### src/hdl/cprc_pkg.sv
// Shared constants, codes and types of the polar/rectangular conversion core.
`default_nettype none

package cprc_pkg;

    localparam int DATA_WIDTH_DEF     = 16;
    localparam int ROTATION_STEPS_DEF = 16;
    localparam int MAX_STEPS          = 32;

    // Port word layout.
    localparam int OPND_W    = 16;
    localparam int RES1_W    = 17;
    localparam int RES2_W    = 16;
    localparam int S_TDATA_W = 2 * OPND_W;
    localparam int M_TDATA_W = 40;
    localparam int M_PAD_W   = M_TDATA_W - RES1_W - RES2_W;

    // Coordinates carry the guard bits plus this much integer headroom.
    localparam int GROWTH_BITS = 19;
    // Angle accumulator, Q2.30 radians with headroom for the table sum.
    localparam int ZW        = 35;
    localparam int ANG_W     = 17;
    localparam int ANG_SHIFT = 17;
    localparam int MAG_W     = 19;

    localparam logic signed [ZW-1:0]    PI_Q30     = 35'sd3373259426;
    localparam logic signed [ZW-1:0]    Z_ROUND    = 35'sd65536;
    localparam logic signed [RES2_W-1:0] PI_Q13    = 16'sd25736;
    localparam logic signed [ANG_W-1:0] PI_Q13_W   = 17'sd25736;
    localparam logic signed [ANG_W-1:0] TWO_PI_Q13 = 17'sd51472;
    // Largest Q3.13 angle that still lies within plus or minus pi/2 in Q2.30.
    localparam logic signed [ANG_W-1:0] FOLD_Q13   = 17'sd12867;

    localparam logic signed [RES1_W-1:0] MAG_MAX   = 17'sd46341;
    localparam int Y_POS_MAX = 32767;
    localparam int Y_NEG_MAX = 32768;

    // 1/K of the rotation gain, as a 32-bit fraction.
    localparam logic [31:0] INV_GAIN = 32'h9B74EDA8;

    // atan(2^-i) in Q2.30, truncated.
    localparam logic [29:0] ATAN_TAB [MAX_STEPS] = '{
        30'd843314856, 30'd497837829, 30'd263043836, 30'd133525158,
        30'd67021686,  30'd33543515,  30'd16775850,  30'd8388437,
        30'd4194282,   30'd2097149,   30'd1048575,   30'd524287,
        30'd262143,    30'd131071,    30'd65535,     30'd32767,
        30'd16383,     30'd8191,      30'd4095,      30'd2047,
        30'd1023,      30'd511,       30'd255,       30'd127,
        30'd63,        30'd31,        30'd15,        30'd7,
        30'd3,         30'd1,         30'd0,         30'd0
    };

    typedef enum logic {
        KIND_RECT_TO_POLAR = 1'b0,
        KIND_POLAR_TO_RECT = 1'b1
    } cprc_kind_t;

    typedef struct packed {
        logic vectoring;  // drive y to zero (rectangular to polar)
        logic zero;       // zero input vector, force a zero result
    } cprc_flags_t;

endpackage

`default_nettype wire

### src/hdl/cprc_rot_stage.sv
// One registered micro-rotation of the CORDIC pipeline.
`default_nettype none

module cprc_rot_stage
    import cprc_pkg::*;
#(
    parameter int DATA_WIDTH = DATA_WIDTH_DEF,
    parameter int STEP = 0,
    localparam int XW = DATA_WIDTH + GROWTH_BITS
) (
    input  logic                 aclk,
    input  logic                 aresetn,
    input  logic                 in_valid,
    output logic                 in_ready,
    input  logic signed [XW-1:0] in_x,
    input  logic signed [XW-1:0] in_y,
    input  logic signed [ZW-1:0] in_z,
    input  cprc_flags_t          in_flags,
    output logic                 out_valid,
    input  logic                 out_ready,
    output logic signed [XW-1:0] out_x,
    output logic signed [XW-1:0] out_y,
    output logic signed [ZW-1:0] out_z,
    output cprc_flags_t          out_flags
);

    localparam logic signed [ZW-1:0] ANGLE = ZW'(ATAN_TAB[STEP]);

    logic                 valid_reg;
    logic signed [XW-1:0] x_reg;
    logic signed [XW-1:0] y_reg;
    logic signed [ZW-1:0] z_reg;
    cprc_flags_t          flags_reg;

    logic signed [XW-1:0] dx;
    logic signed [XW-1:0] dy;
    logic                 turn_cw;
    logic signed [XW-1:0] x_next;
    logic signed [XW-1:0] y_next;
    logic signed [ZW-1:0] z_next;

    assign in_ready = !valid_reg || out_ready;

    // Vectoring steers on the sign of y, rotation on the sign of z.
    always_comb begin
        dx      = in_y >>> STEP;
        dy      = in_x >>> STEP;
        turn_cw = in_flags.vectoring ? !in_y[XW-1] : in_z[ZW-1];
        if (turn_cw) begin
            x_next = in_x + dx;
            y_next = in_y - dy;
            z_next = in_z + ANGLE;
        end else begin
            x_next = in_x - dx;
            y_next = in_y + dy;
            z_next = in_z - ANGLE;
        end
    end

    always_ff @(posedge aclk) begin
        if (!aresetn) begin
            valid_reg <= 1'b0;
        end else if (in_ready) begin
            valid_reg <= in_valid;
        end
    end

    always_ff @(posedge aclk) begin
        if (in_ready && in_valid) begin
            x_reg     <= x_next;
            y_reg     <= y_next;
            z_reg     <= z_next;
            flags_reg <= in_flags;
        end
    end

    assign out_valid = valid_reg;
    assign out_x     = x_reg;
    assign out_y     = y_reg;
    assign out_z     = z_reg;
    assign out_flags = flags_reg;

endmodule

`default_nettype wire

### config.mk
export PLATFORM = sky130hd
export DESIGN_NAME = cprc_rot_stage
export DESIGN_NICKNAME = d
export VERILOG_FILES = /design/src/hdl/cprc_pkg.sv /design/src/hdl/cprc_rot_stage.sv
export SDC_FILE = /design/constraint.sdc
export NUM_CORES = 1
export LEC_CHECK = 0
export BUFFER_PORTS_ARGS = -buffer_cell sky130_fd_sc_hd__buf_2
export CORE_ASPECT_RATIO = 0.8
export CORE_UTILIZATION = 57
export DETAILED_ROUTE_END_ITERATION = 16
export PLACE_DENSITY = 0.82
export REMOVE_ABC_BUFFERS = 1
export SYNTH_ARGS = -nofsm -noshare
export SYNTH_HDL_FRONTEND = slang
export SYNTH_SLANG_ARGS = --single-unit
### constraint.sdc
create_clock -name aclk -period 5.1 [get_ports aclk]
set_clock_uncertainty 0.05 [all_clocks]
set_input_delay 0.51 -clock aclk [delete_from_list [all_inputs] [get_ports aclk]]
set_output_delay 0.51 -clock aclk [all_outputs]
set_load 0.05 [all_outputs]
; Word-level counts from Yosys, hierarchy flattened
; Index checks and enable logic that the tools add are counted.
[word_totals]
regBits = 108
in_bits = 111
elab_cells = 19
[classes]
n_addsub = 5
mux = 4
reduce_logical = 4
[op_table]
columns = cell, count
row1 = $mux W35, 3
row2 = $sub A35 B35 Y35, 2
row3 = $add A35 B31 Y35 const B, 1
row4 = $add A35 B35 Y35, 1
row5 = $sub A35 B31 Y35 const B, 1
row6 = $logic_not A1 Y1, 2
row7 = $logic_and A1 B1 Y1, 1
row8 = $logic_or A1 B1 Y1, 1
row9 = $mux W1, 1

; Longest topological paths before layout
[logic_depth]
depth_word = 3
ltp_mapped = 20
ltp_nobuf = 15

; Worst setup path before layout
; OpenSTA, ideal clock, no wires.
[synth_path]
kind = input port to flip-flop
start = in in_flags[1] in the netlist's numbering
end = reg z_reg[31], in the netlist out_z[31] (data pin)
arrival_time_ps = 4239
setup_slack_ps = 553
path_stages = 20
path_buffers = 5
cell_sequence = nor2b_1 nor2_1 inv_1 buf_2 buf_2 buf_2 buf_1 buf_2 xnor2_1 ha_1 o21ai_0 o31ai_1 a211oi_1 nor4_2 o211ai_1 a31oi_1 o221ai_1 o311a_1 a31oi_1 xnor2_1
[synth_via]
elab_chain_len = 2
[synth_lines]
columns = item, line_no
row1 = "start, declared", cprc_rot_stage.sv:18  ; input cprc_flags_t in_flags,
row2 = $mux W1, cprc_rot_stage.sv:48  ; turn_cw = in_flags.vectoring ? !in_y[XW-1] : in_z[ZW-1];
row3 = $mux W35, cprc_rot_stage.sv:49  ; if (turn_cw) begin
row4 = net z_next[31], cprc_rot_stage.sv:40  ; logic signed [ZW-1:0] z_next;
row5 = "end signal, assigned", cprc_rot_stage.sv:72  ; z_reg <= z_next;
row6 = "end, declared", cprc_rot_stage.sv:32  ; logic signed [ZW-1:0] z_reg;
; The timed path passes the listed nets, and every way through them passes these cells.
; A chain may end at the register's enable or synchronous reset.

; Worst setup path in the final report
; Ends and elaborated chain as after synthesis.

==> results.cfg <==
[cts]
numClockSinks = 107
htree_levels = 3
postCtsSetupRepairBufs = 0
cts_max_path_buffers = 2
clock_latency_ns = 0.37
postCtsHoldBufs = 0
clkTransAtPathRegs_ns = 0.08
numCtsBuffers = 9
ctsResizeCount = 0
cts_tree = yes
cts_root_buf = clkbuf_16

[setup_path]
worst-setup-path-type = input pin to flip-flop
critPathSlowestCell = clkinv_2
cp.required_ns = 5.18
cp-end-kind = flip-flop
cp_cell_sequence = buf_2 > nor2b_1 > nor2_4 > clkinv_2 > xnor2_1 > ha_1 > o21ai_0 > a221o_1 > nor2_1 > o311ai_1 > a31oi_1 > o221ai_1 > o311a_1 > a31oi_1 > xnor2_1
startpoint_type = input pin
cp_max_fo = 33
critPathMaxStageDelay_ns = 0.40
cp.arrival_ns = 4.04

[global_route]
grt-ovfl-total = 0
track_usage_pct = 31.8
grt_max_degree = 74
antenna_found_initial = 0
grt_pass1_wl_um = 49700
grt_pass1_vias = 9546

[power_and_ir_drop]
totalPowerFinal_uw = 3610
max-vdd-ir-drop_mv = 0.188
p_leak_uw = 0.00552
p_per_area_nw_per_um2 = 289

[timing]
finalSetupViolations = 0
fin_crit_ns = 3.97
fmax_mhz = 252
finalHoldWorstSlack_ns = 0.265
tightest_slew_ns = 0.961
max_slew_margin_pct = 35.9
timing.final.max_slew_violations = 0
rsz0062_at_grt = no
hold_viol = 0
finalCritPeriodShare_pct = 77.8

[final_layout]
nNetsFinal = 1718
n_antenna_cell = 0
drive_gt1_share_pct = 17.6
area_growth_pct = 13.3
fin_util_pct = 65.8

[detailed_routing]
dr.pass1.iters = 8
detail_route.vias_per_cell = 6.16
drtIter0Drc = 1215
drc_errors = 0
wl_um = 32100
ant_nets = 0
num_vias = 10800
wire_per_inst_um = 18.3

[synthesis]
synthCells = 1329
synth_area_leaders = edfxtp_1 (29%), ha_1 (13%), xnor2_1 (7.2%), a21oi_1 (6.7%), o21ai_0 (4.4%)
netlist.area_leader.share_pct = 28.9
avgSynthCellArea_um2 = 8.30
synth_ff_type = edfxtp_1
synth_cell_types = 73
postSynth.asyncResetShare_pct = 0
synth-seq-cells = 107
yosysSeqAreaShare_pct = 29.1
synth_top_cell_by_area = edfxtp_1
synth_area_um2 = 11000
synth_edf_count = 106
yosys_warnings = 0

[placement]
dp_hpwl_um = 24800
portBuffers = 219
place.gp.congestion = 0.961

[die]
start_util_pct = 58.1
die_w_um = 157
ios = 220
row_count = 45
core_area_um2 = 19000
dieArea_um2 = 19900
die_h_um = 126

[outcome]
outcome = completed

[min_path]
hold_path.class = input pin to flip-flop

[job]
cap_violations = 0
## per-stage QoR
| stage | area [um^2] | std cells | setup slack, ns | setup TNS (ns) |
|---|---|---|---|---|
| final | 12500 | 1751 | 1.13 | 0 |
| after CTS | 12500 | 1751 | 1.19 | 0 |
| after floorplan | 10700 | 1252 | -4.52 | -211.98 |
| after global routing | 12500 | 1751 | 0.782 | 0 |
| after detailed placement | 12200 | 1735 | 0.806 | 0 |
| after global placement | 12200 | 1735 | 0.908 | 0 |
## placed cells by master, fill, tap and decap left out, types with 9 or more instances in the layout
master     instances
a21o_1            39
a21oi_1          148
a31oi_1           19
buf_2            219
clkbuf_16          9
edfxtp_1         106
ha_1             116
inv_1            111
mux2i_1           15
nand2_1           67
nand2b_1          19
nand3_1           21
nand4_1           20
nor2_1           129
nor2b_1           14
nor3_1            27
o211ai_1          12
o21a_1            11
o21ai_0           98
o21bai_1          27
o31ai_1            9
xnor2_1           91
xor2_1            16
## synth_stat cells, drive strengths merged (11+ instances only)
| library cell | count |
|---|---|
| nor3 | 27 |
| a31oi | 20 |
| ha | 116 |
| o21bai | 27 |
| nand2 | 67 |
| nand4 | 20 |
| a21o | 39 |
| nand2b | 19 |
| nor2b | 14 |
| nand3 | 21 |
| o21ai | 99 |
| buf | 33 |
| edfxtp | 106 |
| o211ai | 12 |
| a21oi | 149 |
| inv | 113 |
| o21a | 11 |
| nor2 | 130 |
| mux2i | 15 |
| xnor2 | 91 |
| clkbuf | 44 |
| xor2 | 16 |
## where the power goes
group | total (uW) | leakage [uW] | switching, uW | internal [uW]
Clock | 727 | 0.000149 | 367 | 359
Sequential | 1180 | 0.00103 | 31.1 | 1150
Combinational | 1700 | 0.00433 | 1190 | 511
Total | 3610 | 0.00552 | 1590 | 2020
## logic make-up (layout without fill, tap and decap cells)
kind of cell	after synthesis	in the layout	synth area share [%]
adder cells (fa/ha/maj)	119	119	13.7
AND/OR/NAND/NOR	340	340	14.5
XOR/XNOR	107	107	8.50
flip-flops	107	107	29.1
AO/OA/AOI/OAI	449	449	26.0
multiplexers	16	16	1.46
buffers and inverters	191	355	6.74
## final timing paths
path / start / end / slack, ns / cells after the start
max: in_flags[1] / out_z[31]$_DFFE_PP_ / 1.13 / 15
min: in_flags[0] / out_flags[0]$_DFFE_PP_ / 0.27 / 1
max reg2reg: out_valid$_SDFFE_PN0N_ / out_y[21]$_DFFE_PP_ / 2.93 / 3
min reg2reg: out_valid$_SDFFE_PN0N_ / out_valid$_SDFFE_PN0N_ / 0.51 / 2
## worst max-delay path, delay by kind of cell
family,cells,cell delay [ns]
buffers and inverters,2,0.53
AO/OA/AOI/OAI,7,1.80
XOR/XNOR,2,0.39
adder cells (fa/ha/maj),1,0.28
AND/OR/NAND/NOR,3,0.51
## layout make-up
cell class	count	area (um^2)
multi-input combinational	1031	7090
fill	1606	6490
sequential	107	3200
timing repair buffer	225	1140
inverter	114	429
tap	258	323
clock buffer	10	239
clock inverter	6	62.6
## routing by layer
layer / wire (um) / GRT usage, % / part of all wire (%) / up-vias
met1: 14400 / 48.0 / 45 / 4977
met4: 591 / 7.60 / 1.8 / 0
li1: - / - / - / 5082
met2: 13500 / 46.5 / 42 / 673
met5: 0 / 0 / 0 / -
met3: 3560 / 5.94 / 11 / 51
## flip-flops by register name, indices dropped and copies added, names as in the netlist
| register | count |
|---|---|
| out_y | 35 |
| out_valid | 1 |
| out_x | 34 |
| out_z | 35 |
| out_flags | 2 |
Note: power is estimated with default switching activity, not from simulation.
