--- config.mk ---
export PLATFORM = sky130hd
export DESIGN_NAME = cprc_prep
export DESIGN_NICKNAME = d
export VERILOG_FILES = /design/src/hdl/cprc_pkg.sv /design/src/hdl/cprc_prep.sv
export SDC_FILE = /design/constraint.sdc
export NUM_CORES = 1
export LEC_CHECK = 0
export BUFFER_PORTS_ARGS = -buffer_cell sky130_fd_sc_hd__buf_2
export CORE_MARGIN = 2
export CORE_UTILIZATION = 54
export DETAILED_ROUTE_END_ITERATION = 10
export GPL_TIMING_DRIVEN = 0
export PLACE_DENSITY_LB_ADDON = 0.15
export SYNTH_ARGS = -nofsm -noshare
export SYNTH_HDL_FRONTEND = slang
export SYNTH_SLANG_ARGS = --single-unit
--- constraint.sdc ---
create_clock -name aclk -period 4.3 [get_ports aclk]
set_input_delay 0 -clock aclk [delete_from_list [all_inputs] [get_ports aclk]]
set_output_delay 0 -clock aclk [all_outputs]
set_load 0.01 [all_outputs]
--- src/hdl/cprc_pkg.sv ---
// Shared constants, codes and types of the polar/rectangular conversion core.
`default_nettype none

package cprc_pkg;

    localparam int DATA_WIDTH_DEF     = 16;
    localparam int ROTATION_STEPS_DEF = 16;
    localparam int MAX_STEPS          = 32;

    // Port word layout.
    localparam int OPND_W    = 16;
    localparam int RES1_W    = 17;
    localparam int RES2_W    = 16;
    localparam int S_TDATA_W = 2 * OPND_W;
    localparam int M_TDATA_W = 40;
    localparam int M_PAD_W   = M_TDATA_W - RES1_W - RES2_W;

    // Coordinates carry the guard bits plus this much integer headroom.
    localparam int GROWTH_BITS = 19;
    // Angle accumulator, Q2.30 radians with headroom for the table sum.
    localparam int ZW        = 35;
    localparam int ANG_W     = 17;
    localparam int ANG_SHIFT = 17;
    localparam int MAG_W     = 19;

    localparam logic signed [ZW-1:0]    PI_Q30     = 35'sd3373259426;
    localparam logic signed [ZW-1:0]    Z_ROUND    = 35'sd65536;
    localparam logic signed [RES2_W-1:0] PI_Q13    = 16'sd25736;
    localparam logic signed [ANG_W-1:0] PI_Q13_W   = 17'sd25736;
    localparam logic signed [ANG_W-1:0] TWO_PI_Q13 = 17'sd51472;
    // Largest Q3.13 angle that still lies within plus or minus pi/2 in Q2.30.
    localparam logic signed [ANG_W-1:0] FOLD_Q13   = 17'sd12867;

    localparam logic signed [RES1_W-1:0] MAG_MAX   = 17'sd46341;
    localparam int Y_POS_MAX = 32767;
    localparam int Y_NEG_MAX = 32768;

    // 1/K of the rotation gain, as a 32-bit fraction.
    localparam logic [31:0] INV_GAIN = 32'h9B74EDA8;

    // atan(2^-i) in Q2.30, truncated.
    localparam logic [29:0] ATAN_TAB [MAX_STEPS] = '{
        30'd843314856, 30'd497837829, 30'd263043836, 30'd133525158,
        30'd67021686,  30'd33543515,  30'd16775850,  30'd8388437,
        30'd4194282,   30'd2097149,   30'd1048575,   30'd524287,
        30'd262143,    30'd131071,    30'd65535,     30'd32767,
        30'd16383,     30'd8191,      30'd4095,      30'd2047,
        30'd1023,      30'd511,       30'd255,       30'd127,
        30'd63,        30'd31,        30'd15,        30'd7,
        30'd3,         30'd1,         30'd0,         30'd0
    };

    typedef enum logic {
        KIND_RECT_TO_POLAR = 1'b0,
        KIND_POLAR_TO_RECT = 1'b1
    } cprc_kind_t;

    typedef struct packed {
        logic vectoring;  // drive y to zero (rectangular to polar)
        logic zero;       // zero input vector, force a zero result
    } cprc_flags_t;

endpackage

`default_nettype wire

--- src/hdl/cprc_prep.sv ---
// Input stages: angle wrap, quadrant fold and start values of the rotation pipeline.
`default_nettype none

module cprc_prep
    import cprc_pkg::*;
#(
    parameter int DATA_WIDTH = DATA_WIDTH_DEF,
    localparam int XW = DATA_WIDTH + GROWTH_BITS
) (
    input  logic                     aclk,
    input  logic                     aresetn,
    input  logic                     in_valid,
    output logic                     in_ready,
    input  cprc_kind_t               in_kind,
    input  logic signed [OPND_W-1:0] in_first,
    input  logic signed [OPND_W-1:0] in_second,
    output logic                     out_valid,
    input  logic                     out_ready,
    output logic signed [XW-1:0]     out_x,
    output logic signed [XW-1:0]     out_y,
    output logic signed [ZW-1:0]     out_z,
    output cprc_flags_t              out_flags
);

    logic                     s1_valid_reg;
    logic                     s2_valid_reg;
    logic                     s1_ready;
    logic                     s2_ready;

    cprc_kind_t               s1_kind_reg;
    logic signed [OPND_W-1:0] s1_first_reg;
    logic signed [ANG_W-1:0]  s1_ang_reg;
    logic                     s1_zero_reg;
    logic                     s1_up_reg;
    logic                     s1_dn_reg;

    logic signed [ANG_W-1:0]  b_ext;
    logic signed [ANG_W-1:0]  wrapped;
    logic signed [ANG_W-1:0]  ang_next;
    logic                     zero_next;
    logic                     up_next;
    logic                     dn_next;

    logic signed [ANG_W-1:0]  a_ext;
    logic signed [ANG_W-1:0]  a_neg;
    logic signed [ZW-1:0]     z_base;
    logic signed [XW-1:0]     x_next;
    logic signed [XW-1:0]     y_next;
    logic signed [ZW-1:0]     z_next;
    cprc_flags_t              flags_next;

    logic signed [XW-1:0]     x_reg;
    logic signed [XW-1:0]     y_reg;
    logic signed [ZW-1:0]     z_reg;
    cprc_flags_t              flags_reg;

    assign s2_ready = !s2_valid_reg || out_ready;
    assign s1_ready = !s1_valid_reg || s2_ready;
    assign in_ready = s1_ready;

    // Stage 1: wrap the angle into [-pi, pi] and decide the half-plane fold.
    always_comb begin
        b_ext = ANG_W'(in_second);
        if (b_ext > PI_Q13_W) begin
            wrapped = b_ext - TWO_PI_Q13;
        end else if (b_ext < -PI_Q13_W) begin
            wrapped = b_ext + TWO_PI_Q13;
        end else begin
            wrapped = b_ext;
        end
        ang_next  = (in_kind == KIND_POLAR_TO_RECT) ? wrapped : b_ext;
        up_next   = wrapped > FOLD_Q13;
        dn_next   = wrapped < -FOLD_Q13;
        zero_next = (in_kind == KIND_RECT_TO_POLAR) && (in_first == '0) && (in_second == '0);
    end

    // Stage 2: build x, y and z; turn left half-plane vectors by pi.
    always_comb begin
        a_ext  = ANG_W'(s1_first_reg);
        a_neg  = -a_ext;
        z_base = ZW'(s1_ang_reg) <<< ANG_SHIFT;
        x_next = '0;
        y_next = '0;
        z_next = '0;
        flags_next.vectoring = 1'b0;
        flags_next.zero      = s1_zero_reg;
        case (s1_kind_reg)
            KIND_RECT_TO_POLAR: begin
                flags_next.vectoring = 1'b1;
                if (s1_first_reg[OPND_W-1]) begin
                    x_next = XW'(a_neg) <<< DATA_WIDTH;
                    y_next = XW'(-s1_ang_reg) <<< DATA_WIDTH;
                    z_next = s1_ang_reg[ANG_W-1] ? -PI_Q30 : PI_Q30;
                end else begin
                    x_next = XW'(a_ext) <<< DATA_WIDTH;
                    y_next = XW'(s1_ang_reg) <<< DATA_WIDTH;
                end
            end
            KIND_POLAR_TO_RECT: begin
                if (s1_up_reg) begin
                    x_next = XW'(a_neg) <<< DATA_WIDTH;
                    z_next = z_base - PI_Q30;
                end else if (s1_dn_reg) begin
                    x_next = XW'(a_neg) <<< DATA_WIDTH;
                    z_next = z_base + PI_Q30;
                end else begin
                    x_next = XW'(a_ext) <<< DATA_WIDTH;
                    z_next = z_base;
                end
            end
            default: begin
                x_next = '0;
            end
        endcase
    end

    always_ff @(posedge aclk) begin
        if (!aresetn) begin
            s1_valid_reg <= 1'b0;
            s2_valid_reg <= 1'b0;
        end else begin
            if (s1_ready) begin
                s1_valid_reg <= in_valid;
            end
            if (s2_ready) begin
                s2_valid_reg <= s1_valid_reg;
            end
        end
    end

    always_ff @(posedge aclk) begin
        if (s1_ready && in_valid) begin
            s1_kind_reg  <= in_kind;
            s1_first_reg <= in_first;
            s1_ang_reg   <= ang_next;
            s1_zero_reg  <= zero_next;
            s1_up_reg    <= up_next;
            s1_dn_reg    <= dn_next;
        end
        if (s2_ready && s1_valid_reg) begin
            x_reg     <= x_next;
            y_reg     <= y_next;
            z_reg     <= z_next;
            flags_reg <= flags_next;
        end
    end

    assign out_valid = s2_valid_reg;
    assign out_x     = x_reg;
    assign out_y     = y_reg;
    assign out_z     = z_reg;
    assign out_flags = flags_reg;

endmodule

`default_nettype wire

# == Yosys cells after proc, flatten, opt, wreduce, memory -nomap -nowiden ==
# Cells that the tools add are included.
# word_totals
reg_bits,146
inputBits,37
wordCells,49
# classes
n_addsub,6
magnitude_cmp,4
muxes,14
bitwise_logic,2
reduce_logical,10
# ops
op,count
35-bit two-way mux,8
35-bit one-hot mux with 2 select lines,2
17-bit two-way mux,3
34-bit by 33-bit adder with 35-bit output (second input constant),1
34-bit by 33-bit subtractor with 35-bit output (second input constant),1
16-bit logical NOT,2
17-bit negator with 19-bit output,1
16-bit by 17-bit adder with 17-bit output (second input constant),1
17-bit by 15-bit greater-than comparator with 1-bit output (second input constant),1
17-bit by 15-bit < comparator with 1-bit output (second input constant),1
16-bit negator with 17-bit output,1
16-bit by 17-bit subtractor with 17-bit output (second input constant),1
16-bit greater-than comparator (second input constant),1
16-bit < comparator (second input constant),1
1-bit logical AND,4
1-bit logical NOT,2
1-bit logical OR,2
1-bit NOT,2
1-bit two-way mux,1

# == Logic depth before layout (Yosys ltp) ==
# logic_depth
ltp_word,4
ltp_mapped,12

# == Worst setup path after synthesis ==
# OpenSTA, ideal clock, no wires.
# synth_path
path_type,register to register
start,register s2_valid_reg (netlist: out_valid)
end,"register flags_reg, in the netlist out_flags[0], enable pin"
t_arrival_ps,3131
required_time_ps,3817
path_slack_ps,685
path_stages_with_launch,3
n_path_buf,0
period_less_slack_ps,3615
path_cell_list,dfxtp_1 nor2b_1 nor2b_1
# synth_between
elab_chain_len,3
# synth_rtl
item,line,text
from (decl),cprc_prep.sv:26,logic s2_valid_reg;
from (signal assigned),cprc_prep.sv:126,s2_valid_reg <= s1_valid_reg;
1-bit logical NOT,cprc_prep.sv:57,assign s2_ready = !s2_valid_reg || out_ready;
1-bit logical OR,cprc_prep.sv:57,
1-bit logical AND,cprc_prep.sv:140,if (s2_ready && s1_valid_reg) begin
to (signal assigned),cprc_prep.sv:144,flags_reg <= flags_next;
to (decl),cprc_prep.sv:55,cprc_flags_t flags_reg;
# No other way between the ends.
# A chain may end at the register's enable or synchronous reset.

# == Worst setup path in the final report ==
# layout_path
start,register s1_ang_reg[3]
end,register z_reg[32] (netlist: out_z[32]) (data pin)
# layout_between
elab_chain_len,4
# layout_rtl
item,line,text
from (decl),cprc_prep.sv:32,logic signed [ANG_W-1:0] s1_ang_reg;
from (signal assigned),cprc_prep.sv:135,s1_ang_reg <= ang_next;
34-bit by 33-bit adder with 35-bit output,cprc_prep.sv:105,z_next = z_base + PI_Q30;
35-bit two-way mux,cprc_prep.sv:103,end else if (s1_dn_reg) begin
35-bit two-way mux *,cprc_prep.sv:100,if (s1_up_reg) begin
35-bit one-hot mux with 2 select lines *,cprc_prep.sv:87,case (s1_kind_reg)
named net z_next[32],cprc_prep.sv:49,logic signed [ZW-1:0] z_next;
to (signal assigned),cprc_prep.sv:143,z_reg <= z_next;
to (decl),cprc_prep.sv:54,logic signed [ZW-1:0] z_reg;
# The timed path passes the listed nets; every way through them passes the cells marked *.

==> metrics.md <==
| Metric | Value |
|---|---|
| CTS tree | `yes` |
| CTS root buf | `clkbuf_8` |
| Final slew viol count | `0` |
| Critical path type | `register to register` |
| Clk buf depth | `2` |
| Routability congestion estimate | `0.930` |
| PD cells | `315 nW/um^2` |
| Startpoint types | `register` |
| Placed insts | `830` |
| Rows | `38` |
| Post-route ant nets | `0` |
| DRC violations left | `0` |
| First-pass GRT wire length | `~21 mm` |
| Max reg flops | `21` |
| # diodes | `0` |
| Top_reg_cell synth | `edfxtp_1` |
| Maximum VDD drop | `0.000181 V` |
| Post-route total power | `2280 uW` |
| FILL cells | `855` |
| Number of hold violations in the final report | `0` |
| Synth area leader | `edfxtp_1` |
| Die Height | `109 um` |
| Seq/Total Area, Yosys | `0.495` |
| Vias per cell | `5.32` |
| Port bufs | `109` |
| Global Route Usage Sum | `0.235` |
| Non-Filler Instances | `872` |
| Post-Syn Instances | `around 550` |
| Setup violations, final | `0` |
| Commonest cells post-synth | `edfxtp_1 (96), buf_4 (49), nand2_1 (42)` |
| Worst setup EP type | `register` |
| Routed via count | `4637` |
| Max_slew headroom | `0.460` |
| Die W | `109 um` |
| Clock Skew | `0.0155 ns` |
| Clk Latency, worst-skew pair | `0.38 ns` |
| Multi-input gate area | `2460 um^2` |
| Post-synth ARST share | `0` |
| RSZ-0062 raised after global routing | `no` |
| Max Cap Viol | `0` |
| Drt first pass iters | `5` |
| Final min period | `roughly 2.6 ns` |
| Final core utilization | `0.674` |
| Cell Area, Synth | `5900 um^2` |
| Worst hold slack | `~0.027 ns` |
| Fraction of layout cells with a size suffix above 1 | `0.298` |
| H-tree Lvls | `3` |
| Crit Path Max Fanout | `8` |
| Top cells by area, synth | `edfxtp_1 (49%), buf_4 (6.2%), xnor2_1 (3.7%)` |
| Setup Buffers After CTS | `0` |
| Ys Warns | `0` |
| Initial antenna violation count | `0` |
| Tcrit/Tclk final | `0.615` |
| Storage element area | `a little under 3000 um^2` |
| Hold Path Class | `input pin to register` |
| WP data arrival | `2.76 ns` |
| Ports | `roughly 150` |
| Fin nets | `between 700 and 800` |
| Count of different cell masters after synthesis | `80` |
| WP data required | `4.41 ns` |
| Area Overhead vs Synth | `22.8%` |
| Number of global-route vias before repair | `4255` |
| Count of state elements after synthesis | `between 90 and 100` |
| GRT overflow | `0` |
| Largest net degree at the start of global routing | `40` |
| CTS clk-pin slew, worst paths | `about 0.1 ns` |
| TritonCTS Buffers | `9` |
| Status | `complete, no violations` |
| Iter 0 DRT Violations | `248` |
| Die area | `11800 um^2` |
| Area of the core | `between 10000 and 15000 um^2` |
| Effective utilization at floorplan | `0.549` |
| Clock sinks | `98` |
| Count leader, synth | `edfxtp_1` |
| Post-synth top area share | `0.489` |
| Post-CTS sizing | `0` |
| Avg Cell Area, Syn | `10.8 um^2` |
| Final WL | `13.6 mm` |
| WL/cell | `15.6 um` |
| Fmax | `378 MHz` |
| Post-synth EDFFs | `96` |
| Worst-Margin Slew | `0.809 ns` |
| Leak | `0.00294 uW` |
| Detailed placement HPWL | `10.1 mm` |
-- cells in the final DEF, fill, tap and decap left out, drive strengths merged, types with 6 or more instances in the layout --
| cell type | n |
|---|---|
| a22oi | 6 |
| ha | 9 |
| edfxtp | 96 |
| o31ai | 6 |
| mux2 | 6 |
| o22ai | 12 |
| or3 | 7 |
| nand2b | 6 |
| a21oi | 22 |
| nor2b | 8 |
| nor3 | 6 |
| dlygate4sd3 | 26 |
| o21ai | 32 |
| buf | 172 |
| nand2 | 43 |
| nand3 | 11 |
| xnor2 | 26 |
| clkbuf | 32 |
| nor2 | 40 |
| conb | 33 |
| nor4 | 9 |
| inv | 18 |
| xor2 | 25 |
-- power by group --
part,internal (uW),switching (uW),total [uW]
combinational,206,268,474
sequential,1130,32.5,1160
clock,330,316,646
-- final cells by class --
cell class | instances | area share
plain buffers | 84 | 0.0786
repair buffers | 136 | 0.114
inverters | 19 | 0.00984
clock inverters | 6 | 0.0124
well taps | 140 | 0.0242
clock buffers | 10 | 0.0176
flip-flops and latches | 98 | 0.403
multi-input cells | 379 | 0.340
-- final timing paths --
path / start / cells after the start / slack (ns) / endpoint
setup / recovery: s1_ang_reg[3] / 10 / 1.66 / out_z[32]
hold / removal: out_ready / 4 / 0.03 / s1_valid_reg
setup reg to reg: s1_ang_reg[3] / 10 / 1.66 / out_z[32]
hold reg to reg: s1_zero_reg / 0 / 0.41 / out_flags[0]
-- metrics by stage --
stage	cell area, um^2	setup WS, ns	setup TNS [ns]
after global placement	6740	-0.0446	-2.14
after floorplan	6020	0.685	0
after CTS	7250	1.71	0
after detailed placement	6770	1.37	0
after global routing	7250	1.52	0
final	7250	1.66	0
-- metal layers --
metal	routed length (um)	share of wire	global-route usage
met1	5750	0.42	0.307
met2	6560	0.48	0.384
met3	899	0.066	0.0374
met4	393	0.029	0.110
met5	0	0	0
-- worst max-delay path: stages, from the launching register on --
cell      delay [ns]
edfxtp_1        0.51
inv_1           0.20
ha_1            0.19
or3b_2          0.47
a21o_1          0.21
o21ai_0         0.22
nand2_1         0.11
nand3_1         0.11
a22oi_1         0.09
xnor2_1         0.19
o21ai_1         0.09
-- repair_timing --
| action | 4_1_cts | 5_1_grt |
|---|---|---|
| hold endpoints to repair | 25 | 0 |
| setup endpoints to repair | 0 | 0 |
| hold buffers | 26 | 0 |
-- logic make-up (layout without fill, tap and decap cells) --
logic type | count (synthesis) | count (layout) | share of synthesized area
mux | 9 | 9 | 0.0165
fa+ha+maj | 9 | 9 | 0.0191
xor+xnor | 51 | 51 | 0.0770
flops | 98 | 98 | 0.495
other cells | 1 | 33 | 0.000636
buf+inv | 103 | 255 | 0.109
simple gates | 161 | 161 | 0.146
compound gates | 116 | 116 | 0.137
(Power assumes the default switching activity.)
