## src/hdl/cprc_pkg.sv

```systemverilog
// Shared constants, codes and types of the polar/rectangular conversion core.
`default_nettype none

package cprc_pkg;

    localparam int DATA_WIDTH_DEF     = 16;
    localparam int ROTATION_STEPS_DEF = 16;
    localparam int MAX_STEPS          = 32;

    // Port word layout.
    localparam int OPND_W    = 16;
    localparam int RES1_W    = 17;
    localparam int RES2_W    = 16;
    localparam int S_TDATA_W = 2 * OPND_W;
    localparam int M_TDATA_W = 40;
    localparam int M_PAD_W   = M_TDATA_W - RES1_W - RES2_W;

    // Coordinates carry the guard bits plus this much integer headroom.
    localparam int GROWTH_BITS = 19;
    // Angle accumulator, Q2.30 radians with headroom for the table sum.
    localparam int ZW        = 35;
    localparam int ANG_W     = 17;
    localparam int ANG_SHIFT = 17;
    localparam int MAG_W     = 19;

    localparam logic signed [ZW-1:0]    PI_Q30     = 35'sd3373259426;
    localparam logic signed [ZW-1:0]    Z_ROUND    = 35'sd65536;
    localparam logic signed [RES2_W-1:0] PI_Q13    = 16'sd25736;
    localparam logic signed [ANG_W-1:0] PI_Q13_W   = 17'sd25736;
    localparam logic signed [ANG_W-1:0] TWO_PI_Q13 = 17'sd51472;
    // Largest Q3.13 angle that still lies within plus or minus pi/2 in Q2.30.
    localparam logic signed [ANG_W-1:0] FOLD_Q13   = 17'sd12867;

    localparam logic signed [RES1_W-1:0] MAG_MAX   = 17'sd46341;
    localparam int Y_POS_MAX = 32767;
    localparam int Y_NEG_MAX = 32768;

    // 1/K of the rotation gain, as a 32-bit fraction.
    localparam logic [31:0] INV_GAIN = 32'h9B74EDA8;

    // atan(2^-i) in Q2.30, truncated.
    localparam logic [29:0] ATAN_TAB [MAX_STEPS] = '{
        30'd843314856, 30'd497837829, 30'd263043836, 30'd133525158,
        30'd67021686,  30'd33543515,  30'd16775850,  30'd8388437,
        30'd4194282,   30'd2097149,   30'd1048575,   30'd524287,
        30'd262143,    30'd131071,    30'd65535,     30'd32767,
        30'd16383,     30'd8191,      30'd4095,      30'd2047,
        30'd1023,      30'd511,       30'd255,       30'd127,
        30'd63,        30'd31,        30'd15,        30'd7,
        30'd3,         30'd1,         30'd0,         30'd0
    };

    typedef enum logic {
        KIND_RECT_TO_POLAR = 1'b0,
        KIND_POLAR_TO_RECT = 1'b1
    } cprc_kind_t;

    typedef struct packed {
        logic vectoring;  // drive y to zero (rectangular to polar)
        logic zero;       // zero input vector, force a zero result
    } cprc_flags_t;

endpackage

`default_nettype wire

```

## src/hdl/cprc_post.sv

```systemverilog
// Output stages: gain compensation, rounding, angle scaling and saturation.
`default_nettype none

module cprc_post
    import cprc_pkg::*;
#(
    parameter int DATA_WIDTH = DATA_WIDTH_DEF,
    localparam int XW = DATA_WIDTH + GROWTH_BITS
) (
    input  logic                     aclk,
    input  logic                     aresetn,
    input  logic                     in_valid,
    output logic                     in_ready,
    input  logic signed [XW-1:0]     in_x,
    input  logic signed [XW-1:0]     in_y,
    input  logic signed [ZW-1:0]     in_z,
    input  cprc_flags_t              in_flags,
    output logic                     out_valid,
    input  logic                     out_ready,
    output logic signed [RES1_W-1:0] out_first,
    output logic signed [RES2_W-1:0] out_second
);

    localparam int UHW = (XW > 32) ? XW - 32 : 1;
    localparam int UPW = 32 + UHW;
    localparam logic [UPW:0]         HALF_LSB  = (UPW + 1)'(1) << (DATA_WIDTH - 1);
    localparam logic signed [ZW-1:0] ZPI       = ZW'(PI_Q13);
    localparam logic [MAG_W-1:0]     MAG_LIM   = MAG_W'(MAG_MAX);
    localparam logic [MAG_W-1:0]     Y_POS_LIM = MAG_W'(Y_POS_MAX);
    localparam logic [MAG_W-1:0]     Y_NEG_LIM = MAG_W'(Y_NEG_MAX);

    logic abs_valid_reg, mul_valid_reg, sum_valid_reg, out_valid_reg;
    logic abs_rdy, mul_rdy, sum_rdy, out_rdy;

    // Stage A: sign and magnitude, angle to Q3.13.
    logic signed [ZW-1:0]     z_round;
    logic [XW-1:0]            xmag_next;
    logic [XW-1:0]            ymag_next;
    logic signed [RES2_W-1:0] ang_next;
    cprc_flags_t              abs_flags_reg;
    logic                     abs_xneg_reg, abs_yneg_reg;
    logic [XW-1:0]            abs_xmag_reg, abs_ymag_reg;
    logic signed [RES2_W-1:0] abs_ang_reg;

    // Stage B: partial products of the gain multiply.
    logic [UPW-1:0]           ux, uy;
    logic [63:0]              xlo_prod, ylo_prod;
    logic [UPW-1:0]           xhi_next, yhi_next;
    cprc_flags_t              mul_flags_reg;
    logic                     mul_xneg_reg, mul_yneg_reg;
    logic [UPW-1:0]           mul_xhi_reg, mul_yhi_reg;
    logic [31:0]              mul_xlo_reg, mul_ylo_reg;
    logic signed [RES2_W-1:0] mul_ang_reg;

    // Stage C: sum, round half away from zero and drop the guard bits.
    logic [UPW:0]             xsum, ysum;
    cprc_flags_t              sum_flags_reg;
    logic                     sum_xneg_reg, sum_yneg_reg;
    logic [MAG_W-1:0]         sum_xmag_reg, sum_ymag_reg;
    logic signed [RES2_W-1:0] sum_ang_reg;

    // Stage D: saturate, restore sign, select.
    logic [MAG_W-1:0]         m1, m2, y_lim, f1, f2;
    logic signed [RES1_W-1:0] first_next;
    logic signed [RES2_W-1:0] second_next;
    logic signed [RES1_W-1:0] first_reg;
    logic signed [RES2_W-1:0] second_reg;

    assign out_rdy  = !out_valid_reg || out_ready;
    assign sum_rdy  = !sum_valid_reg || out_rdy;
    assign mul_rdy  = !mul_valid_reg || sum_rdy;
    assign abs_rdy  = !abs_valid_reg || mul_rdy;
    assign in_ready = abs_rdy;

    always_comb begin
        xmag_next = in_x[XW-1] ? XW'(-in_x) : XW'(in_x);
        ymag_next = in_y[XW-1] ? XW'(-in_y) : XW'(in_y);
        z_round   = (in_z + Z_ROUND) >>> ANG_SHIFT;
        // An angle above plus pi, or at or below minus pi, is reported as plus pi.
        if (z_round > ZPI || z_round <= -ZPI) begin
            ang_next = PI_Q13;
        end else begin
            ang_next = RES2_W'(z_round);
        end
    end

    always_comb begin
        ux       = UPW'(abs_xmag_reg);
        uy       = UPW'(abs_ymag_reg);
        xhi_next = UPW'(ux[UPW-1:32]) * UPW'(INV_GAIN);
        yhi_next = UPW'(uy[UPW-1:32]) * UPW'(INV_GAIN);
        xlo_prod = 64'(ux[31:0]) * 64'(INV_GAIN);
        ylo_prod = 64'(uy[31:0]) * 64'(INV_GAIN);
    end

    always_comb begin
        xsum = (UPW + 1)'(mul_xhi_reg) + (UPW + 1)'(mul_xlo_reg) + HALF_LSB;
        ysum = (UPW + 1)'(mul_yhi_reg) + (UPW + 1)'(mul_ylo_reg) + HALF_LSB;
    end

    always_comb begin
        m1    = (sum_xmag_reg > MAG_LIM) ? MAG_LIM : sum_xmag_reg;
        f1    = sum_xneg_reg ? -m1 : m1;
        y_lim = sum_yneg_reg ? Y_NEG_LIM : Y_POS_LIM;
        m2    = (sum_ymag_reg > y_lim) ? y_lim : sum_ymag_reg;
        f2    = sum_yneg_reg ? -m2 : m2;
        if (sum_flags_reg.zero) begin
            first_next  = '0;
            second_next = '0;
        end else begin
            first_next  = RES1_W'(f1);
            second_next = sum_flags_reg.vectoring ? sum_ang_reg : RES2_W'(f2);
        end
    end

    always_ff @(posedge aclk) begin
        if (!aresetn) begin
            abs_valid_reg <= 1'b0;
            mul_valid_reg <= 1'b0;
            sum_valid_reg <= 1'b0;
            out_valid_reg <= 1'b0;
        end else begin
            if (abs_rdy) begin
                abs_valid_reg <= in_valid;
            end
            if (mul_rdy) begin
                mul_valid_reg <= abs_valid_reg;
            end
            if (sum_rdy) begin
                sum_valid_reg <= mul_valid_reg;
            end
            if (out_rdy) begin
                out_valid_reg <= sum_valid_reg;
            end
        end
    end

    always_ff @(posedge aclk) begin
        if (abs_rdy && in_valid) begin
            abs_flags_reg <= in_flags;
            abs_xneg_reg  <= in_x[XW-1];
            abs_yneg_reg  <= in_y[XW-1];
            abs_xmag_reg  <= xmag_next;
            abs_ymag_reg  <= ymag_next;
            abs_ang_reg   <= ang_next;
        end
        if (mul_rdy && abs_valid_reg) begin
            mul_flags_reg <= abs_flags_reg;
            mul_xneg_reg  <= abs_xneg_reg;
            mul_yneg_reg  <= abs_yneg_reg;
            mul_xhi_reg   <= xhi_next;
            mul_yhi_reg   <= yhi_next;
            mul_xlo_reg   <= xlo_prod[63:32];
            mul_ylo_reg   <= ylo_prod[63:32];
            mul_ang_reg   <= abs_ang_reg;
        end
        if (sum_rdy && mul_valid_reg) begin
            sum_flags_reg <= mul_flags_reg;
            sum_xneg_reg  <= mul_xneg_reg;
            sum_yneg_reg  <= mul_yneg_reg;
            sum_xmag_reg  <= xsum[DATA_WIDTH +: MAG_W];
            sum_ymag_reg  <= ysum[DATA_WIDTH +: MAG_W];
            sum_ang_reg   <= mul_ang_reg;
        end
        if (out_rdy && sum_valid_reg) begin
            first_reg  <= first_next;
            second_reg <= second_next;
        end
    end

    assign out_valid  = out_valid_reg;
    assign out_first  = first_reg;
    assign out_second = second_reg;

endmodule

`default_nettype wire

```

## config.mk

```make
export PLATFORM = sky130hd
export DESIGN_NAME = cprc_post
export DESIGN_NICKNAME = d
export VERILOG_FILES = /design/src/hdl/cprc_pkg.sv /design/src/hdl/cprc_post.sv
export SDC_FILE = /design/constraint.sdc
export NUM_CORES = 2
export LEC_CHECK = 0
export BUFFER_PORTS_ARGS = -buffer_cell sky130_fd_sc_hd__buf_2
export CAP_MARGIN = 10
export CORE_ASPECT_RATIO = 1.2
export CORE_MARGIN = 4
export CORE_UTILIZATION = 60
export DETAILED_ROUTE_END_ITERATION = 10
export PLACE_DENSITY_LB_ADDON = 0.25
export SYNTH_ARGS = -nofsm -noshare
export SYNTH_HDL_FRONTEND = slang
export SYNTH_SLANG_ARGS = --single-unit
```

## constraint.sdc

```tcl
create_clock -name aclk -period 11.9 [get_ports aclk]
set_input_delay 1.19 -clock aclk [delete_from_list [all_inputs] [get_ports aclk]]
set_output_delay 1.19 -clock aclk [all_outputs]
set_load 0.1 [all_outputs]
```

* Word level (Yosys, flattened, before mapping) *
Index checks and enable logic that the tools add are counted.
Widths: inputs -> output; s select.

storage, ports and cells
  register bits after elaboration = 333
  output and inout port bits = 35

cells by class
  add/sub/neg operators = 9
  reductions and logical operators = 13
  magnitude comparators = 4
  multiply operators = 4
  multiplexer cells = 8

operators by type and width
  cell                    count
  $mul 32x29->61 const B  2
  $add 35x16->35 const B  2
  $add 35x32->35          2
  $neg 35->35             2
  $mux 34                 2
  $mul 3x29->32 const B   2
  $mux 16                 4
  $add 35x18->35 const B  1
  $mux 17                 2
  $gt 19x16->1            1
  $gt 19x16->1 const B    1
  $gt 18x16->1 const B    1
  $le 18x16->1 const B    1
  $neg 17->17             1
  $neg 16->16             1
  $logic_or 1x1->1        5
  $logic_and 1x1->1       4
  $logic_not 1->1         4

* Depth between registers and ports, before layout *
  depth after elaboration = 6
  mapped depth = 25
  gate-level depth less buffers = 25

* Worst setup path after synthesis *
No wires, ideal clock.

  path type = input to register
  start point = in out_ready
  end point = reg mul_ang_reg[0] (enable)
  buffers on the path = 0
  required time = 11.041 ns
  arrival = 11.737 ns
  library setup time = 0.859 ns
  slack = -0.696 ns
  cell stages on the path = 3
  cells stage by stage = nor2b_1 > and2_0 > a21boi_0

on the way
  word-level cells in the longest chain between the ends = 4

ends and longest elaborated chain
  item                  RTL line          RTL
  from (decl)           cprc_post.sv:19   input logic out_ready,
  $logic_or 1x1->1      cprc_post.sv:69   assign out_rdy = !out_valid_reg || out_ready;
  $logic_or 1x1->1      cprc_post.sv:70   assign sum_rdy = !sum_valid_reg || out_rdy;
  $logic_or 1x1->1      cprc_post.sv:71   assign mul_rdy = !mul_valid_reg || sum_rdy;
  $logic_and 1x1->1     cprc_post.sv:147  if (mul_rdy && abs_valid_reg) begin
  to (signal assigned)  cprc_post.sv:155  mul_ang_reg <= abs_ang_reg;
  to (decl)             cprc_post.sv:53   logic signed [RES2_W-1:0] mul_ang_reg;

Every way passes these cells.
A chain may end at the register's enable or synchronous reset.

* Worst setup path after layout *
  start point = reg abs_xmag_reg[10]
  end point = reg mul_xlo_reg[28], data pin

on the way
  word-level cells in the longest chain between the ends = 1

ends and longest elaborated chain
  item                    RTL line          RTL
  from (decl)             cprc_post.sv:42   logic [XW-1:0] abs_xmag_reg, abs_ymag_reg;
  from (signal assigned)  cprc_post.sv:143  abs_xmag_reg <= xmag_next;
  $mul 32x29->61          cprc_post.sv:92   xlo_prod = 64'(ux[31:0]) * 64'(INV_GAIN);
  named net xlo_prod[60]  cprc_post.sv:47   logic [63:0] xlo_prod, ylo_prod;
  to (signal assigned)    cprc_post.sv:153  mul_xlo_reg <= xlo_prod[63:32];
  to (decl)               cprc_post.sv:52   logic [31:0] mul_xlo_reg, mul_ylo_reg;

The timed path passes the listed nets, and every way through them passes these cells.

==> qor.csv <==
metric,value,unit
fmax,0.116,GHz
overflow,0,
setup_viol,0,
clock_skew,25.1,ps
status,"finished, final reports clean",
dieArea,93700,sq um
gp_congestion,0.995,
setup_tns,0,ps
cp_data_required_time,12240,ps
final_cell_mix,"inv_1 (1497), fa_1 (918), ha_1 (866)",
wl,123,mm
numCtsBuffers,37,
critPathKind,flop to flop,
dieWidth,280,microns
post_cts_buffers,0,
synthCells,5022,
min_from,mul_ang_reg[11],
critPathSlowestCell,edfxtp_1,
yosysSeqAreaShare,18.3,%
drcViolationCount,0,
synth_flop_cell,edfxtp_1,
area.growth.synth_to_final,6.02,%
rows,119,
cp-end-kind,flop,
grt_pass1_vias,37800,
drive_gt1_share,4.43,%
dp_hpwl,107,mm
syn_area_per_cell,10.6,sq um
start_kind,flop,
core-area,88000,sq um
r2r_slack,3260,ps
min_path_cells,0,
reg2reg_to,mul_xlo_reg[28],
yosys_warnings,0,
synth_seq_cells,327,
final_common_cell,inv_1,
ys_async_sr_fraction,0,%
worst_slew_pin_slew,1110,ps
synth_area,53300,sq um
netlist_top_cells_area,"fa_1 (34%), ha_1 (20%), edfxtp_1 (18%)",
synthesis.nets,6917,
setup_slack,3260,ps
place_ws,3280,ps
path_clk_slew,60,ps
period_share,72.6,%
maxCapViolCount,0,
io_buffers,129,
cts_max_path_buffers,3,
path_common_cell,fa_1,
insertion_delay,590,ps
cts_tree,built,
cp.arrival,8980,ps
grt_antenna_before_repair,2,
grt.total_usage,27.2,%
grt_max_degree,70,
worst-path-max-fanout,7,
min_to,sum_ang_reg[11],
die_y,335,microns
hold_class,flop to flop,
rsz0062_at_grt,false,
initial_core_util,60.6,%
min_period,8640,ps
ant_nets,0,
grt_first_pass_wirelength,197,mm
routedWlPerCell,19.4,microns
drtIter0Drc,1888,
cts-root-buf,clkbuf_16,
synth-edff-count,323,
r2r_cells,26,
crit_path_max_incr_delay,830,ps
synth.largest_area_cell,fa_1,
synth_top_area_share,34.5,%
first_pass_iters,5,
cts.repair.resized,0,
fin_nets,7045,
hold_buffers,0,
nFillCells,6934,
htreeDepth,2,
timing.rr.start,abs_xmag_reg[10],
io_pins,146,
maxSlewHeadroom,26.2,%
finalHoldViolCount,0,
synth_cell_type_count,77,
via_per_inst,5.48,
num_vias,34600,
slew_violations,0,
clock-sinks,327,
through the flow:
step / hold slack (ps) / std cells / utilization [%] / cell area, sq um
3_5_place_dp: 405 / 6260 / 62.9 / 55300
2_1_floorplan: 400 / 5022 / - / 53300
6_report: 412 / 6326 / 64.2 / 56500
4_1_cts: 416 / 6324 / 64.2 / 56500
5_1_grt: 426 / 6325 / 64.2 / 56500
3_3_place_gp: 401 / 6260 / 62.9 / 55300
logic make-up after synthesis:
kind of cell / after synthesis / share of synthesized area, %
AOI/OAI and AO/OA: 599 / 7.24
xor gates and xnor gates: 204 / 3.35
adders and majority gates: 1784 / 54.8
buffers and inverters: 1548 / 10.9
DFF: 327 / 18.3
muxes: 4 / 0.0751
and+or+nand+nor: 556 / 5.28
cell usage after synthesis (5+ instances only):
library cell / number
inv_1: 1497
fa_1: 918
ha_1: 866
edfxtp_1: 323
a21oi_1: 161
xnor2_1: 158
nand2_1: 148
nor2_1: 135
o21ai_0: 134
a21o_1: 83
clkbuf_1: 49
nand3_1: 46
xor2_1: 46
nor3_1: 43
nand4_1: 31
a31oi_1: 30
o21a_1: 26
o31ai_1: 26
nand2b_1: 19
nor2b_1: 19
or3_1: 19
o211ai_1: 17
o21bai_1: 14
a211oi_1: 13
and2_1: 12
nor4_1: 12
and3_1: 11
or4_1: 11
o41ai_1: 9
a22oi_1: 8
nor3b_1: 8
and4_1: 7
o221ai_1: 7
o22ai_1: 7
or2_2: 7
a211o_1: 6
a21boi_0: 6
or4_4: 6
a221o_1: 5
a31o_2: 5
a41oi_1: 5
worst max-delay path by stage:
stage | endpoint | cells after the start | start | slack, ps
after CTS | mul_xlo_reg[28] | 26 | abs_xmag_reg[10] | 3240
after detailed placement | mul_xlo_reg[28] | 26 | abs_xmag_reg[10] | 3280
after floorplan | mul_ang_reg[0] | 3 | out_ready | 3040
final | mul_xlo_reg[28] | 26 | abs_xmag_reg[10] | 3260
after global routing | mul_xlo_reg[28] | 26 | abs_xmag_reg[10] | 2870
after global placement | mul_xlo_reg[28] | 26 | abs_xmag_reg[11] | 3220
worst max-delay path, delay by kind of cell (launching register included):
kind                       cells  cell delay (ps)
buffers and inverters          7              780
adders and majority gates      9             4370
DFF                            1              830
AOI/OAI and AO/OA              7             1740
and+or+nand+nor                3              660
per-layer routing:
| metal | global-route usage [%] | routed length (microns) | vias to the layer above |
|---|---|---|---|
| li1 | - | - | 16200 |
| met1 | 32.9 | 46600 | 17200 |
| met2 | 48.6 | 63400 | 891 |
| met3 | 3.27 | 5770 | 303 |
| met4 | 12.6 | 7050 | 2 |
| met5 | 0 | 9 | - |
layout make-up:
type / count / area [sq um] / share of cell area (%)
multi-input combinational: 3147 / 37700 / 66.8
clock buffer: 43 / 948 / 1.68
inverter: 1497 / 5620 / 9.94
sequential: 327 / 9780 / 17.3
timing repair buffer: 140 / 728 / 1.29
clock inverter: 21 / 243 / 0.430
tap: 1149 / 1440 / 2.54
antenna: 2 / 5.00 / 0.00886
Power is not shown: default switching activity piles up to over one toggle a cycle in this logic, so the estimate is an artifact.
